**src/rtl/sli_pkg.sv**
```systemverilog
// sli_pkg: shared widths and command codes for the setpoint linear interpolator
// used by the channel interfaces and the top level; no dependencies

package sli_pkg;

    // field widths
    localparam int MODE_W = 2;
    localparam int POS_W  = 32;

    // default number of ticks per setpoint interval
    localparam int NUM_STEPS_DEF = 4;

    // command codes carried in the mode field
    localparam logic [MODE_W-1:0] MODE_TICK     = 2'd0;
    localparam logic [MODE_W-1:0] MODE_SETPOINT = 2'd1;
    localparam logic [MODE_W-1:0] MODE_CLEAR    = 2'd2;

endpackage

```
**src/rtl/sli_ifs.sv**
```systemverilog
// sli_ifs: valid/ready channel interfaces for the interpolator command and result words
// depends on sli_pkg for field widths

// command channel: loop tick, new setpoint or clear
interface sli_cmd_if;
    logic                             valid;
    logic                             ready;
    logic [sli_pkg::MODE_W-1:0]       mode;
    logic signed [sli_pkg::POS_W-1:0] setpoint;

    modport source (output valid, output mode, output setpoint, input ready);
    modport sink   (input valid, input mode, input setpoint, output ready);
endinterface

// result channel: interpolated position for one tick
interface sli_pos_if;
    logic                             valid;
    logic                             ready;
    logic signed [sli_pkg::POS_W-1:0] position;
    logic                             primed;

    modport source (output valid, output position, output primed, input ready);
    modport sink   (input valid, input position, input primed, output ready);
endinterface

```
**src/rtl/setpoint_linear_interpolator.sv**
```systemverilog
// setpoint_linear_interpolator: raises the rate of position setpoints by linear interpolation
// depends on sli_pkg and the channel interfaces in sli_ifs.sv
//
// Usage
//   cmd carries one word per cycle at most: mode tick, new setpoint or clear.
//   A setpoint word moves the old target into the start position and loads
//   the new target; the first one after reset or clear becomes both. A clear
//   word returns the block to its unprimed state. Neither gives a result.
//   Each tick word gives one result word on the result channel: the position
//   start + (target - start) * step / NUM_STEPS, or 0 with primed low
//   before any setpoint. Mode 3 is dropped without effect.
//   Path: a tick passes the input register, difference, quotient, remainder
//   and result register stages in that order before its result shows.
//   Throughput: up to one word per cycle on both channels while the result
//   channel takes its words; the stall rule below can hold the flow.
//   Stall: each stage holds while the one after it is full and not moving,
//   so with the result stalled the block still takes words until all five
//   registers are full; setpoint and clear words leave stage 1 empty behind them.
//   Reset: asynchronous, active low; the pipeline empties and the block is
//   unprimed with start, target and step count at zero.

module setpoint_linear_interpolator #(
    parameter int NUM_STEPS = sli_pkg::NUM_STEPS_DEF
) (
    input  logic      clk,
    input  logic      rst_n,
    sli_cmd_if.sink   cmd,
    sli_pos_if.source result
);

    localparam int POS_W  = sli_pkg::POS_W;
    localparam int MODE_W = sli_pkg::MODE_W;

    // step counter holds 0..NUM_STEPS
    localparam int STEP_W = $clog2(NUM_STEPS + 1);
    localparam int LOG_S  = $clog2(NUM_STEPS);

    // reciprocal for the magnitude quotient, exact for values below 2^POS_W
    localparam int K_A       = POS_W + LOG_S;
    localparam int RECIP_A_W = POS_W + 2;
    localparam logic [RECIP_A_W-1:0] RECIP_A = RECIP_A_W'(
        ((64'd1 << K_A) + 64'(NUM_STEPS) - 64'd1) / 64'(NUM_STEPS));
    localparam int PROD_A_W  = POS_W + RECIP_A_W;

    // reciprocal for the remainder term, exact for values below 2^X_W
    localparam int X_W       = 2 * STEP_W;
    localparam int K_X       = X_W + LOG_S;
    localparam int RECIP_X_W = X_W + 2;
    localparam logic [RECIP_X_W-1:0] RECIP_X = RECIP_X_W'(
        ((64'd1 << K_X) + 64'(NUM_STEPS) - 64'd1) / 64'(NUM_STEPS));
    localparam int PROD_X_W  = X_W + RECIP_X_W;

    localparam logic [STEP_W-1:0] STEP_MAX = STEP_W'(NUM_STEPS);

    // stage enables, from the result end backwards
    logic en_r;
    logic en3;
    logic en2;
    logic en1;
    logic en0;

    // input register
    logic              s0_valid_reg;
    logic [MODE_W-1:0] s0_mode_reg;
    logic [POS_W-1:0]  s0_setpoint_reg;

    // interpolator state
    logic [POS_W-1:0]  start_reg,  start_next;
    logic [POS_W-1:0]  target_reg, target_next;
    logic [STEP_W-1:0] step_reg,   step_next;
    logic              has_setpoint_reg, has_setpoint_next;

    // stage 1: difference magnitude
    logic              s1_valid_reg, s1_valid_next;
    logic [POS_W-1:0]  s1_start_reg, s1_start_next;
    logic [POS_W-1:0]  s1_mag_reg,   s1_mag_next;
    logic              s1_neg_reg,   s1_neg_next;
    logic [STEP_W-1:0] s1_step_reg,  s1_step_next;
    logic              s1_primed_reg, s1_primed_next;

    // stage 2: magnitude quotient
    logic              s2_valid_reg;
    logic [POS_W-1:0]  s2_start_reg;
    logic [POS_W-1:0]  s2_mag_reg;
    logic [POS_W-1:0]  s2_qa_reg, s2_qa_next;
    logic              s2_neg_reg;
    logic [STEP_W-1:0] s2_step_reg;
    logic              s2_primed_reg;
    logic [PROD_A_W-1:0] prod_a;

    // stage 3: scaled quotient and remainder product
    logic              s3_valid_reg;
    logic [POS_W-1:0]  s3_start_reg;
    logic [POS_W-1:0]  s3_qs_reg, s3_qs_next;
    logic [X_W-1:0]    s3_x_reg,  s3_x_next;
    logic              s3_neg_reg;
    logic              s3_primed_reg;
    logic [POS_W-1:0]  rem_full;
    logic [STEP_W-1:0] rem;

    // result register
    logic              res_valid_reg;
    logic [POS_W-1:0]  res_pos_reg, res_pos_next;
    logic              res_primed_reg;
    logic [PROD_X_W-1:0] prod_x;
    logic [POS_W-1:0]  mag_q;
    logic [POS_W-1:0]  diff;

    // pipeline flow control
    assign en_r = !res_valid_reg || result.ready;
    assign en3  = !s3_valid_reg  || en_r;
    assign en2  = !s2_valid_reg  || en3;
    assign en1  = !s1_valid_reg  || en2;
    assign en0  = !s0_valid_reg  || en1;

    assign cmd.ready = en0;

    // input register
    always_ff @(posedge clk or negedge rst_n)
    begin
        if (!rst_n)
        begin
            s0_valid_reg <= 1'b0;
        end
        else if (en0)
        begin
            s0_valid_reg <= cmd.valid;
        end
    end

    always_ff @(posedge clk)
    begin
        if (en0)
        begin
            s0_mode_reg     <= cmd.mode;
            s0_setpoint_reg <= $unsigned(cmd.setpoint);
        end
    end

    // command decode, state update and difference magnitude
    always_comb
    begin
        start_next        = start_reg;
        target_next       = target_reg;
        step_next         = step_reg;
        has_setpoint_next = has_setpoint_reg;
        s1_valid_next     = 1'b0;
        s1_start_next     = '0;
        s1_mag_next       = '0;
        s1_neg_next       = 1'b0;
        s1_step_next      = '0;
        s1_primed_next    = 1'b0;
        diff              = target_reg - start_reg;
        if (s0_valid_reg)
        begin
            case (s0_mode_reg)
                sli_pkg::MODE_TICK:
                begin
                    s1_valid_next = 1'b1;
                    if (has_setpoint_reg)
                    begin
                        if (step_reg < STEP_MAX)
                        begin
                            step_next = step_reg + STEP_W'(1);
                        end
                        s1_start_next  = start_reg;
                        s1_neg_next    = diff[POS_W-1];
                        s1_mag_next    = diff[POS_W-1] ? (~diff + POS_W'(1)) : diff;
                        s1_step_next   = step_next;
                        s1_primed_next = 1'b1;
                    end
                end
                sli_pkg::MODE_SETPOINT:
                begin
                    start_next        = has_setpoint_reg ? target_reg : s0_setpoint_reg;
                    target_next       = s0_setpoint_reg;
                    step_next         = '0;
                    has_setpoint_next = 1'b1;
                end
                sli_pkg::MODE_CLEAR:
                begin
                    start_next        = '0;
                    target_next       = '0;
                    step_next         = '0;
                    has_setpoint_next = 1'b0;
                end
                default:
                begin
                    s1_valid_next = 1'b0;
                end
            endcase
        end
    end

    // interpolator state, advanced as the input register empties
    always_ff @(posedge clk or negedge rst_n)
    begin
        if (!rst_n)
        begin
            start_reg        <= '0;
            target_reg       <= '0;
            step_reg         <= '0;
            has_setpoint_reg <= 1'b0;
        end
        else if (en1)
        begin
            start_reg        <= start_next;
            target_reg       <= target_next;
            step_reg         <= step_next;
            has_setpoint_reg <= has_setpoint_next;
        end
    end

    // stage 1 register
    always_ff @(posedge clk or negedge rst_n)
    begin
        if (!rst_n)
        begin
            s1_valid_reg <= 1'b0;
        end
        else if (en1)
        begin
            s1_valid_reg <= s1_valid_next;
        end
    end

    always_ff @(posedge clk)
    begin
        if (en1)
        begin
            s1_start_reg  <= s1_start_next;
            s1_mag_reg    <= s1_mag_next;
            s1_neg_reg    <= s1_neg_next;
            s1_step_reg   <= s1_step_next;
            s1_primed_reg <= s1_primed_next;
        end
    end

    // magnitude divided by the step count, by reciprocal multiply
    assign prod_a     = PROD_A_W'(s1_mag_reg) * PROD_A_W'(RECIP_A);
    assign s2_qa_next = POS_W'(prod_a >> K_A);

    always_ff @(posedge clk or negedge rst_n)
    begin
        if (!rst_n)
        begin
            s2_valid_reg <= 1'b0;
        end
        else if (en2)
        begin
            s2_valid_reg <= s1_valid_reg;
        end
    end

    always_ff @(posedge clk)
    begin
        if (en2)
        begin
            s2_start_reg  <= s1_start_reg;
            s2_mag_reg    <= s1_mag_reg;
            s2_qa_reg     <= s2_qa_next;
            s2_neg_reg    <= s1_neg_reg;
            s2_step_reg   <= s1_step_reg;
            s2_primed_reg <= s1_primed_reg;
        end
    end

    // quotient times step, remainder times step
    assign rem_full   = s2_mag_reg - POS_W'(s2_qa_reg * POS_W'(NUM_STEPS));
    assign rem        = rem_full[STEP_W-1:0];
    assign s3_qs_next = POS_W'(s2_qa_reg * POS_W'(s2_step_reg));
    assign s3_x_next  = X_W'(rem) * X_W'(s2_step_reg);

    always_ff @(posedge clk or negedge rst_n)
    begin
        if (!rst_n)
        begin
            s3_valid_reg <= 1'b0;
        end
        else if (en3)
        begin
            s3_valid_reg <= s2_valid_reg;
        end
    end

    always_ff @(posedge clk)
    begin
        if (en3)
        begin
            s3_start_reg  <= s2_start_reg;
            s3_qs_reg     <= s3_qs_next;
            s3_x_reg      <= s3_x_next;
            s3_neg_reg    <= s2_neg_reg;
            s3_primed_reg <= s2_primed_reg;
        end
    end

    // remainder term quotient, sign and offset from the start position
    assign prod_x       = PROD_X_W'(s3_x_reg) * PROD_X_W'(RECIP_X);
    assign mag_q        = s3_qs_reg + POS_W'(prod_x >> K_X);
    assign res_pos_next = s3_start_reg + (s3_neg_reg ? (~mag_q + POS_W'(1)) : mag_q);

    always_ff @(posedge clk or negedge rst_n)
    begin
        if (!rst_n)
        begin
            res_valid_reg <= 1'b0;
        end
        else if (en_r)
        begin
            res_valid_reg <= s3_valid_reg;
        end
    end

    always_ff @(posedge clk)
    begin
        if (en_r)
        begin
            res_pos_reg    <= res_pos_next;
            res_primed_reg <= s3_primed_reg;
        end
    end

    assign result.valid    = res_valid_reg;
    assign result.position = $signed(res_pos_reg);
    assign result.primed   = res_primed_reg;

`ifndef SYNTHESIS
    // unprimed ticks always read as zero
    a_unprimed_zero: assert property (@(posedge clk) disable iff (!rst_n)
        result.valid && !result.primed |-> result.position == '0)
        else $error("unprimed result with nonzero position");

    // unprimed state holds its reset values
    a_unprimed_state: assert property (@(posedge clk) disable iff (!rst_n)
        !has_setpoint_reg |-> start_reg == '0 && target_reg == '0 && step_reg == '0)
        else $error("unprimed interpolator with stale state");

    // step counter saturates at the steps per interval
    a_step_bound: assert property (@(posedge clk) disable iff (!rst_n)
        step_reg <= STEP_MAX)
        else $error("step counter beyond steps per interval");

    // a clear leaving the input register unprimes the block
    a_clear: assert property (@(posedge clk) disable iff (!rst_n)
        s0_valid_reg && en1 && s0_mode_reg == sli_pkg::MODE_CLEAR |=> !has_setpoint_reg)
        else $error("clear word did not unprime the block");
`endif

endmodule
```
**src/flat_wrapper.sv**
```systemverilog
// flat-port wrapper written by rule: the top's interface ports become plain ports
module setpoint_linear_interpolator_flat 
#(
    parameter int NUM_STEPS = sli_pkg::NUM_STEPS_DEF
)
  (clk, rst_n, cmd_valid, cmd_mode, cmd_setpoint, cmd_ready, result_valid, result_position, result_primed, result_ready);
  sli_cmd_if cmd_i ();
  sli_pos_if result_i ();
  input  logic clk;
  input  logic rst_n;
  input wire logic [$bits(cmd_i.valid)-1:0] cmd_valid;
  input wire logic [$bits(cmd_i.mode)-1:0] cmd_mode;
  input wire logic [$bits(cmd_i.setpoint)-1:0] cmd_setpoint;
  output wire logic [$bits(cmd_i.ready)-1:0] cmd_ready;
  output wire logic [$bits(result_i.valid)-1:0] result_valid;
  output wire logic [$bits(result_i.position)-1:0] result_position;
  output wire logic [$bits(result_i.primed)-1:0] result_primed;
  input wire logic [$bits(result_i.ready)-1:0] result_ready;
  assign cmd_i.valid = cmd_valid;
  assign cmd_i.mode = cmd_mode;
  assign cmd_i.setpoint = cmd_setpoint;
  assign cmd_ready = cmd_i.ready;
  assign result_valid = result_i.valid;
  assign result_position = result_i.position;
  assign result_primed = result_i.primed;
  assign result_i.ready = result_ready;
  setpoint_linear_interpolator #(.NUM_STEPS(NUM_STEPS)) u_core (.clk(clk), .rst_n(rst_n), .cmd(cmd_i), .result(result_i));
endmodule
```
**config.mk**
```make
export PLATFORM = sky130hd
export DESIGN_NAME = setpoint_linear_interpolator_flat
export DESIGN_NICKNAME = d
export VERILOG_FILES = /design/src/rtl/sli_pkg.sv /design/src/rtl/sli_ifs.sv /design/src/rtl/setpoint_linear_interpolator.sv /design/src/flat_wrapper.sv
export SDC_FILE = /design/constraint.sdc
export NUM_CORES = 1
export LEC_CHECK = 0
export BUFFER_PORTS_ARGS = -buffer_cell sky130_fd_sc_hd__buf_4
export CORE_MARGIN = 2
export CORE_UTILIZATION = 35
export CTS_BUF_LIST = sky130_fd_sc_hd__clkbuf_16
export CTS_CLUSTER_DIAMETER = 200
export DETAILED_ROUTE_END_ITERATION = 10
export REMOVE_ABC_BUFFERS = 1
export SYNTH_ARGS = -nofsm -noshare
export SYNTH_HDL_FRONTEND = slang
export SYNTH_SLANG_ARGS = --single-unit
```
**constraint.sdc**
```tcl
create_clock -name clk -period 5.5 [get_ports clk]
set_clock_uncertainty 0.1 [all_clocks]
set_input_delay 1.1 -clock clk [delete_from_list [all_inputs] [get_ports clk]]
set_output_delay 1.1 -clock clk [all_outputs]
set_load 0.02 [all_outputs]
```
==> results of run 1 <==
cell usage after synthesis (54+ instances only):
cell type                  number  share of area (%)
sky130_fd_sc_hd__a21oi_1       97                2.3
sky130_fd_sc_hd__clkbuf_1      74                1.3
sky130_fd_sc_hd__nand2_1      254                4.6
sky130_fd_sc_hd__xor2_1        58                2.4
sky130_fd_sc_hd__o31ai_1       54                2.0
sky130_fd_sc_hd__ha_1         107                6.4
sky130_fd_sc_hd__o21ai_0      103                2.5
sky130_fd_sc_hd__inv_1        124                2.2
sky130_fd_sc_hd__edfxtp_1     274                 40
sky130_fd_sc_hd__nor2_1       124                2.2
sky130_fd_sc_hd__dfrtp_1       73                8.8
sky130_fd_sc_hd__xnor2_1      106                4.5
worst register-to-register path: stages (launching register included):
cell and delay (ns):
sky130_fd_sc_hd__edfxtp_1 0.41, sky130_fd_sc_hd__ha_4 0.19, sky130_fd_sc_hd__fa_2 0.42, sky130_fd_sc_hd__a21oi_4 0.14, sky130_fd_sc_hd__nand2_1 0.06, sky130_fd_sc_hd__mux2_4 0.27, sky130_fd_sc_hd__o31a_1 0.33, sky130_fd_sc_hd__or2_4 0.27
sky130_fd_sc_hd__nor3_4 0.23, sky130_fd_sc_hd__buf_6 0.14, sky130_fd_sc_hd__nand3_4 0.09, sky130_fd_sc_hd__o21ai_4 0.21, sky130_fd_sc_hd__xnor2_2 0.10, sky130_fd_sc_hd__ha_1 0.35, sky130_fd_sc_hd__nand3_2 0.10, sky130_fd_sc_hd__or4_4 0.54
sky130_fd_sc_hd__a211oi_4 0.28, sky130_fd_sc_hd__o31a_1 0.22, sky130_fd_sc_hd__a41o_1 0.22, sky130_fd_sc_hd__nor3_2 0.06, sky130_fd_sc_hd__o21bai_1 0.12, sky130_fd_sc_hd__a21oi_1 0.09, sky130_fd_sc_hd__xnor2_1 0.13
power by group through the flow:
| stage | clock network [mW] | logic (mW) | registers, mW |
|---|---|---|---|
| after floorplan | 0 | 1.97 | 3.36 |
| after global placement | 0 | 2.60 | 3.33 |
| after detailed placement | 0 | 2.65 | 3.34 |
| after CTS | 2.68 | 2.66 | 3.29 |
| after global routing | 2.78 | 3.03 | 3.32 |
| final | 2.59 | 2.71 | 3.28 |
kinds of logic after synthesis:
kind of cell,Yosys count
mux,43
buf+inv,211
flops,347
xor+xnor,164
compound gates,428
fa+ha+maj,140
simple gates,655
cell usage in the layout (no fill, tap or decap), drive strengths merged, types with 19 or more instances in the layout:
cell type / count
nand4: 28
nand2b: 48
a21o: 40
xor2: 58
inv: 135
buf: 130
dfrtp: 73
clkbuf: 40
fa: 33
ha: 107
nor3: 35
and2: 19
xnor2: 106
a21oi: 101
nor2: 124
o31ai: 56
nand2: 255
mux2i: 40
edfxtp: 274
and3: 24
nand3: 53
o21ai: 109
final cells by class:
type | count | share of cell area, %
multi-input cells | 1430 | 42.3
flip-flops and latches | 347 | 42.1
clock buffers | 40 | 4.19
repair buffers | 130 | 4.16
well taps | 773 | 4.05
inverters | 124 | 1.95
clock inverters | 31 | 1.22
final timing paths:
check	cells past startpoint	slack, ns	endpoint
min in group asynchronous	1	0.56	u_core.target_reg[2]
worst min register to register	0	0.31	u_core.s2_qa_reg[2]
worst min-delay path	0	0.31	u_core.s2_qa_reg[2]
max in group asynchronous	1	4.07	u_core.has_setpoint_reg
worst max-delay path	22	0.18	u_core.result.position[30]
worst max register to register	22	0.18	u_core.result.position[30]
what timing repair did:
action | in CTS | in global routing
setup endpoints to repair | 2 | 6
buffers inserted | 0 | 22
gates cloned | 0 | 0
hold buffers | 0 | 0
pin swaps | 0 | 30
resized for setup | 2 | 39
metal layers:
metal | wire length (microns) | track usage [%]
met3 | 1510 | 1.81
met2 | 20500 | 23.8
met4 | 1410 | 5.79
met5 | 0 | 0
met1 | 20100 | 19.0
metrics by stage:
step	setup slack [ns]	power, mW	hold slack (ns)	instances	cell area, sq um
5_1_grt	-0.0738	9.12	0.318	2875	23900
6_report	0.179	8.58	0.312	2875	23900
2_1_floorplan	-2.77	5.33	0.300	1901	20400
4_1_cts	0.0586	8.63	0.305	2853	23500
3_3_place_gp	0.00839	5.93	0.304	2782	22200
3_5_place_dp	-0.0982	5.99	0.305	2782	22200
==> run_results.csv, run 1 <==
group,metric,value,unit
cts,htreeDepth,2,
cts,clk_path_buf_depth,3,
yosys,synthSimpleGateAreaFrac,15.2,%
yosys,synthesis.yosys.warnings,0,
yosys,post_synth_xor_area_fraction,6.92,%
worst_setup_path,cp.buffers_inverters,1,
worst_setup_path,worst_path_most_repeated_cell,"sky130_fd_sc_hd__o31a_1",
sta,worst_slew_pin_slew,1.10,ns
finish,design.final.nets,2250,
die,rows,89,
yosys,synth-compound-area-share,13.8,%
power_and_ir_drop,clkPwrFrac,30.2,%
global_routing,globalRouteTotalUtil,14.3,%
yosys,edff_count_synth,274,
yosys,mappedNetlistArea,20800,sq um
yosys,number_of_different_library_cells_in_the_post_synthesis_netlist,91,
worst_setup_path,worst_setup_path_start_kind,"flip-flop",
status,status,"finished, final reports clean",
worst_setup_path,slowest_delay,0.54,ns
sta,finalSetupViolCount,0,
sta,rsz0062_at_grt,"true",
cts,insertion_delay,0.57,ns
worst_setup_path,worst_path_required_time,5.70,ns
cts,tritoncts_num_sinks,347,
yosys,synthMuxAreaShare,2.11,%
global_routing,largest_net_degree_at_the_start_of_global_routing,133,
sta,min_period,5.32,ns
global_routing,grt_pass1_vias,14300,
finish,layout-area-overhead-vs-synth,15.0,%
sta,max_freq,0.188,GHz
cts,cts.root.buffer_cell,"sky130_fd_sc_hd__clkbuf_16",
power_and_ir_drop,share_seq_of_total_power,38.2,%
detailed_routing,totalWireLength,43500,microns
yosys,async_flop_share,21.0,%
placement,post_detailed_placement_half_perimeter_wirelength,32400,microns
worst_setup_path,critical_path.max_fanout,4,
worst_setup_path,ff_to_ff_start,"u_core.s3_qs_reg[0]",
cts,worst_setup_hold_path_clk_slew,0.06,ns
finish,ff_latch_area,10100,sq um
finish,final_core_utilization,40.6,%
yosys,ys_ff_latch,347,
worst_setup_path,critPathArrivalTime,5.52,ns
sta,finalCritPeriodShare,96.8,%
power_and_ir_drop,power.switching_fraction,32.9,%
die,io-pin-count,73,
yosys,synth.avg_cell_area,10.4,sq um
min_path,hp-start,"u_core.s1_mag_reg[4]",
finish,final_layout_size_suffix_gt1_share,12.2,%
power_and_ir_drop,pwr_density_cell,360,nW/um^2
worst_setup_path,timing.critical_path.to_type,"flip-flop",
die,die_h,248,microns
detailed_routing,iteration_count_of_the_initial_detailed_routing_pass,5,
power_and_ir_drop,ir_drop,0.000211,V
placement,number_of_i_o_port_buffers,72,
power_and_ir_drop,power.net_switching,2.82,mW
die,die_area,61300,sq um
flow_run,max_cap_viol_count,0,
detailed_routing,routedWlPerCell,15.1,microns
worst_setup_path,timing.critical_path.max_delay_family,"compound AO/OA/AOI/OAI gates",
detailed_routing,vias,14300,
power_and_ir_drop,part_of_the_total_power_dissipated_in_combinational_logic,31.6,%
global_routing,grt_antenna_before_repair,0,
min_path,hp-class,"reg -> reg",
yosys,synth_fa_ha_area_share,9.63,%
yosys,main_combinational_cell_family_by_area_after_synthesis,"simple AND/OR/NAND/NOR gates",
worst_setup_path,critical_path_startpoint,"u_core.s3_qs_reg[0]",
detailed_routing,detail_route.iter0.violations,862,
cts,tritoncts_clock_tree,"done",
die,floorplan.die.width,248,microns
placement,place.gp.congestion,0.901,
sta,timing.final.hold_violations,0,
detailed_routing,route.detailed.vias_per_inst,4.97,
sta,finalMaxSlewViolations,0,
sta,relSlewSlack,27.0,%
yosys,ys_dominant_reg_cell,"sky130_fd_sc_hd__edfxtp_1",
worst_setup_path,crit_path_top_delay_cell,"sky130_fd_sc_hd__or4_4",
worst_setup_path,path_class,"reg -> reg",
die,core,58800,sq um
power_and_ir_drop,intPower,5.76,mW
finish,fillCellCount,5695,
detailed_routing,drcViolationCount,0,
die,start_util,35.3,%
yosys,post_synth_inst_count,1988,
worst_setup_path,crit_path_cell_trace,"ha_4, fa_2, a21oi_4, nand2_1, mux2_4, o31a_1, or2_4, nor3_4, buf_6, nand3_4, o21ai_4, xnor2_2, ha_1, nand3_2, or4_4, a211oi_4, o31a_1, a41o_1, nor3_2, o21bai_1, a21oi_1, xnor2_1",
finish,diodes,0,
global_routing,grt_pass1_wl,71600,microns
global_routing,grt.overflow.total,0,
sta,aggregate_negative_setup_slack,0,ns
power_and_ir_drop,leakagePower,10.5,nW
finish,multi_input_comb_area,10100,sq um
cts,numCtsBuffers,39,
yosys,register_area_share_after_synthesis,48.4,%
detailed_routing,postRouteAntennaNets,0,
Note: power is estimated with default switching activity, not from simulation.
==> inputs of run 2 (changes only) <==
CORE_UTILIZATION = 28   (was 35)
==> run_results.csv, run 2 (synthesized netlist as in run 1, its figures left out) <==
group,metric,value,unit
worst_setup_path,crit_path_cell_trace,"ha_1, fa_2, a21o_1, a41oi_1, a21oi_1, o32a_4, nor4_4, buf_4, nand2_1, o21ai_1, xnor2_1, ha_2, nand4_1, or4_1, a211oi_2, buf_4, o31a_1, a41o_1, nor3_2, o21bai_1, a21oi_1, xnor2_1",
worst_setup_path,worst_setup_path_start_kind,"flip-flop",
sta,worst_slack,0.191,ns
worst_setup_path,slowest_delay,0.55,ns
global_routing,grt.overflow.total,0,
cts,numCtsBuffers,40,
sta,timing.final.hold_violations,0,
min_path,hp-class,"in -> async",
detailed_routing,vias,14300,
power_and_ir_drop,part_of_the_total_power_dissipated_in_combinational_logic,31.1,%
placement,post_dp_cell_area,22500,sq um
global_routing,globalRouteTotalUtil,11.6,%
global_routing,grt_pass1_wl,73700,microns
worst_setup_path,cp-endpoint,"u_core.result.position[30]",
cts,htreeDepth,2,
worst_setup_path,worst_path_required_time,5.69,ns
global_routing,grt_antenna_before_repair,0,
detailed_routing,routedWlPerCell,14.7,microns
worst_setup_path,ff_to_ff_start,"u_core.s3_x_reg[2]",
worst_setup_path,regToRegSetupSlack,0.19,ns
finish,layout-area-overhead-vs-synth,15.2,%
worst_setup_path,crit_path_top_delay_cell,"sky130_fd_sc_hd__or4_1",
detailed_routing,route.detailed.vias_per_inst,4.68,
status,status,"finished, final reports clean",
finish,diodes,0,
cts,tritoncts_clock_tree,"done",
worst_setup_path,critPathArrivalTime,5.50,ns
die,rows,99,
power_and_ir_drop,ir_drop,0.000237,V
sta,min_period,5.31,ns
detailed_routing,totalWireLength,44700,microns
placement,cells_after_dpl,2969,
sta,finalCritPeriodShare,96.5,%
worst_setup_path,timing.critical_path.to_type,"flip-flop",
finish,layoutNonFillerInstCount,3045,
sta,worst_slew_pin_slew,1.07,ns
worst_setup_path,destination_of_the_worst_register_to_register_timing_path,"u_core.result.position[30]",
worst_setup_path,path_class,"reg -> reg",
sta,relSlewSlack,28.9,%
sta,rsz0062_at_grt,"true",
detailed_routing,drcViolationCount,0,
cts,insertion_delay,0.57,ns
placement,place.gp.congestion,0.846,
die,start_util,28.4,%
power_and_ir_drop,intPower,5.78,mW
placement,placement.setup.worst_slack,-0.0209,ns
detailed_routing,postRouteAntennaNets,0,
power_and_ir_drop,leakagePower,10.4,nW
finish,mostFrequentLayoutCells,"sky130_fd_sc_hd__edfxtp_1 (274), sky130_fd_sc_hd__nand2_1 (252), sky130_fd_sc_hd__inv_1 (127)",
detailed_routing,iteration_count_of_the_initial_detailed_routing_pass,5,
detailed_routing,detail_route.iter0.violations,1010,
power_and_ir_drop,power.net_switching,2.85,mW
finish,final_layout_size_suffix_gt1_share,11.1,%
die,die_h,276,microns
die,floorplan.die.width,276,microns
cts,cts.root.buffer_cell,"sky130_fd_sc_hd__clkbuf_16",
die,die_area,76400,sq um
power_and_ir_drop,pwr_density_cell,361,nW/um^2
power_and_ir_drop,clkPwrFrac,30.8,%
flow_run,max_cap_viol_count,0,
worst_setup_path,critical_path.max_fanout,6,
power_and_ir_drop,share_seq_of_total_power,38.1,%
worst_setup_path,critical_path_startpoint,"u_core.s3_x_reg[2]",
placement,post_detailed_placement_half_perimeter_wirelength,34000,microns
global_routing,largest_net_degree_at_the_start_of_global_routing,72,
placement,number_of_i_o_port_buffers,72,
cts,worst_setup_hold_path_clk_slew,0.06,ns
die,io-pin-count,73,
power_and_ir_drop,power.switching_fraction,33.0,%
sta,max_freq,0.188,GHz
sta,finalSetupViolCount,0,
sta,finalMaxSlewViolations,0,
cts,clk_path_buf_depth,3,
die,core,73200,sq um
cts,cts_hold_buffers,0,
finish,layout_commonest_cell,"sky130_fd_sc_hd__edfxtp_1",
finish,final_core_utilization,32.7,%
finish,design.final.nets,2234,
finish,final_design_area_no_fill,23900,sq um
worst_setup_path,worstRegToRegCells,22,
global_routing,grt_pass1_vias,14400,
cts,tritoncts_num_sinks,347,
-- run 2: changes by cell type in the layout (fill, tap and decap cells not counted), sizes merged --
cell	delta
inv	-7
clkbuf	+1
clkinvlp	-1
clkinv	+8
buf	-17
-- run 2: timing repair --
action	in CTS	in global routing
buffers inserted	0	4
gates resized for setup	1	20
setup endpoints to repair	1	8
pin swaps	0	4
-- run 2: how the worst min path moves through the flow --
stage                                  startpoint                 endpoint  slack [ns]  depth (start not counted)
after floorplan              u_core.s3_primed_reg     u_core.result.primed        0.30                          0
after detailed placement    u_core.s1_mag_reg[12]     u_core.s2_qa_reg[10]        0.30                          0
after CTS                                   rst_n     u_core.target_reg[5]        0.28                          1
after global routing                        rst_n     u_core.target_reg[4]        0.30                          1
after global placement    u_core.s1_start_reg[31]  u_core.s2_start_reg[31]        0.31                          0
final                                       rst_n     u_core.target_reg[5]        0.30                          1
-- run 2: stage by stage --
stage                     power [mW]  setup TNS [ns]  hold WS, ns
after floorplan                 5.33         -172.96        0.300
after global routing            9.18         -0.0929        0.299
after CTS                       8.71               0        0.278
after detailed placement        6.00         -0.0209        0.305
final                           8.62               0        0.302
after global placement          5.94               0        0.305
-- run 2: per-layer routing --
layer  wire length, microns  share of wire [%]  GRT usage, %
met5                      0                  0             0
met1                  20700                 46          14.8
met4                   1360                3.0          4.33
met2                  21100                 47          19.5
met3                   1650                3.7          1.97
-- run 2: final cells by class --
type | count | area [sq um]
Sequential cell | 347 | 10100
Clock buffer | 41 | 1030
Tap cell | 959 | 1200
Clock inverter | 31 | 319
Timing Repair Buffer | 113 | 852
Fill cell | 7314 | 49300
Multi-Input combinational cell | 1430 | 10000
Inverter | 124 | 465
-- run 2: critical path, delay by kind of cell (launching register included) --
kind	cells	cell delay, ns
AND/OR/NAND/NOR	5	1.19
flip-flops	1	0.36
adder cells (fa/ha/maj)	3	1.02
XOR/XNOR	2	0.23
AO/OA/AOI/OAI	10	1.84
buffers and inverters	2	0.33
-- run 2: power by group through the flow --
stage	logic [mW]	clock network, mW	registers (mW)
floorplan	1.97	0	3.36
global placement	2.61	0	3.34
detailed placement	2.65	0	3.35
CTS	2.67	2.75	3.29
global route	2.99	2.86	3.32
finish	2.68	2.66	3.28
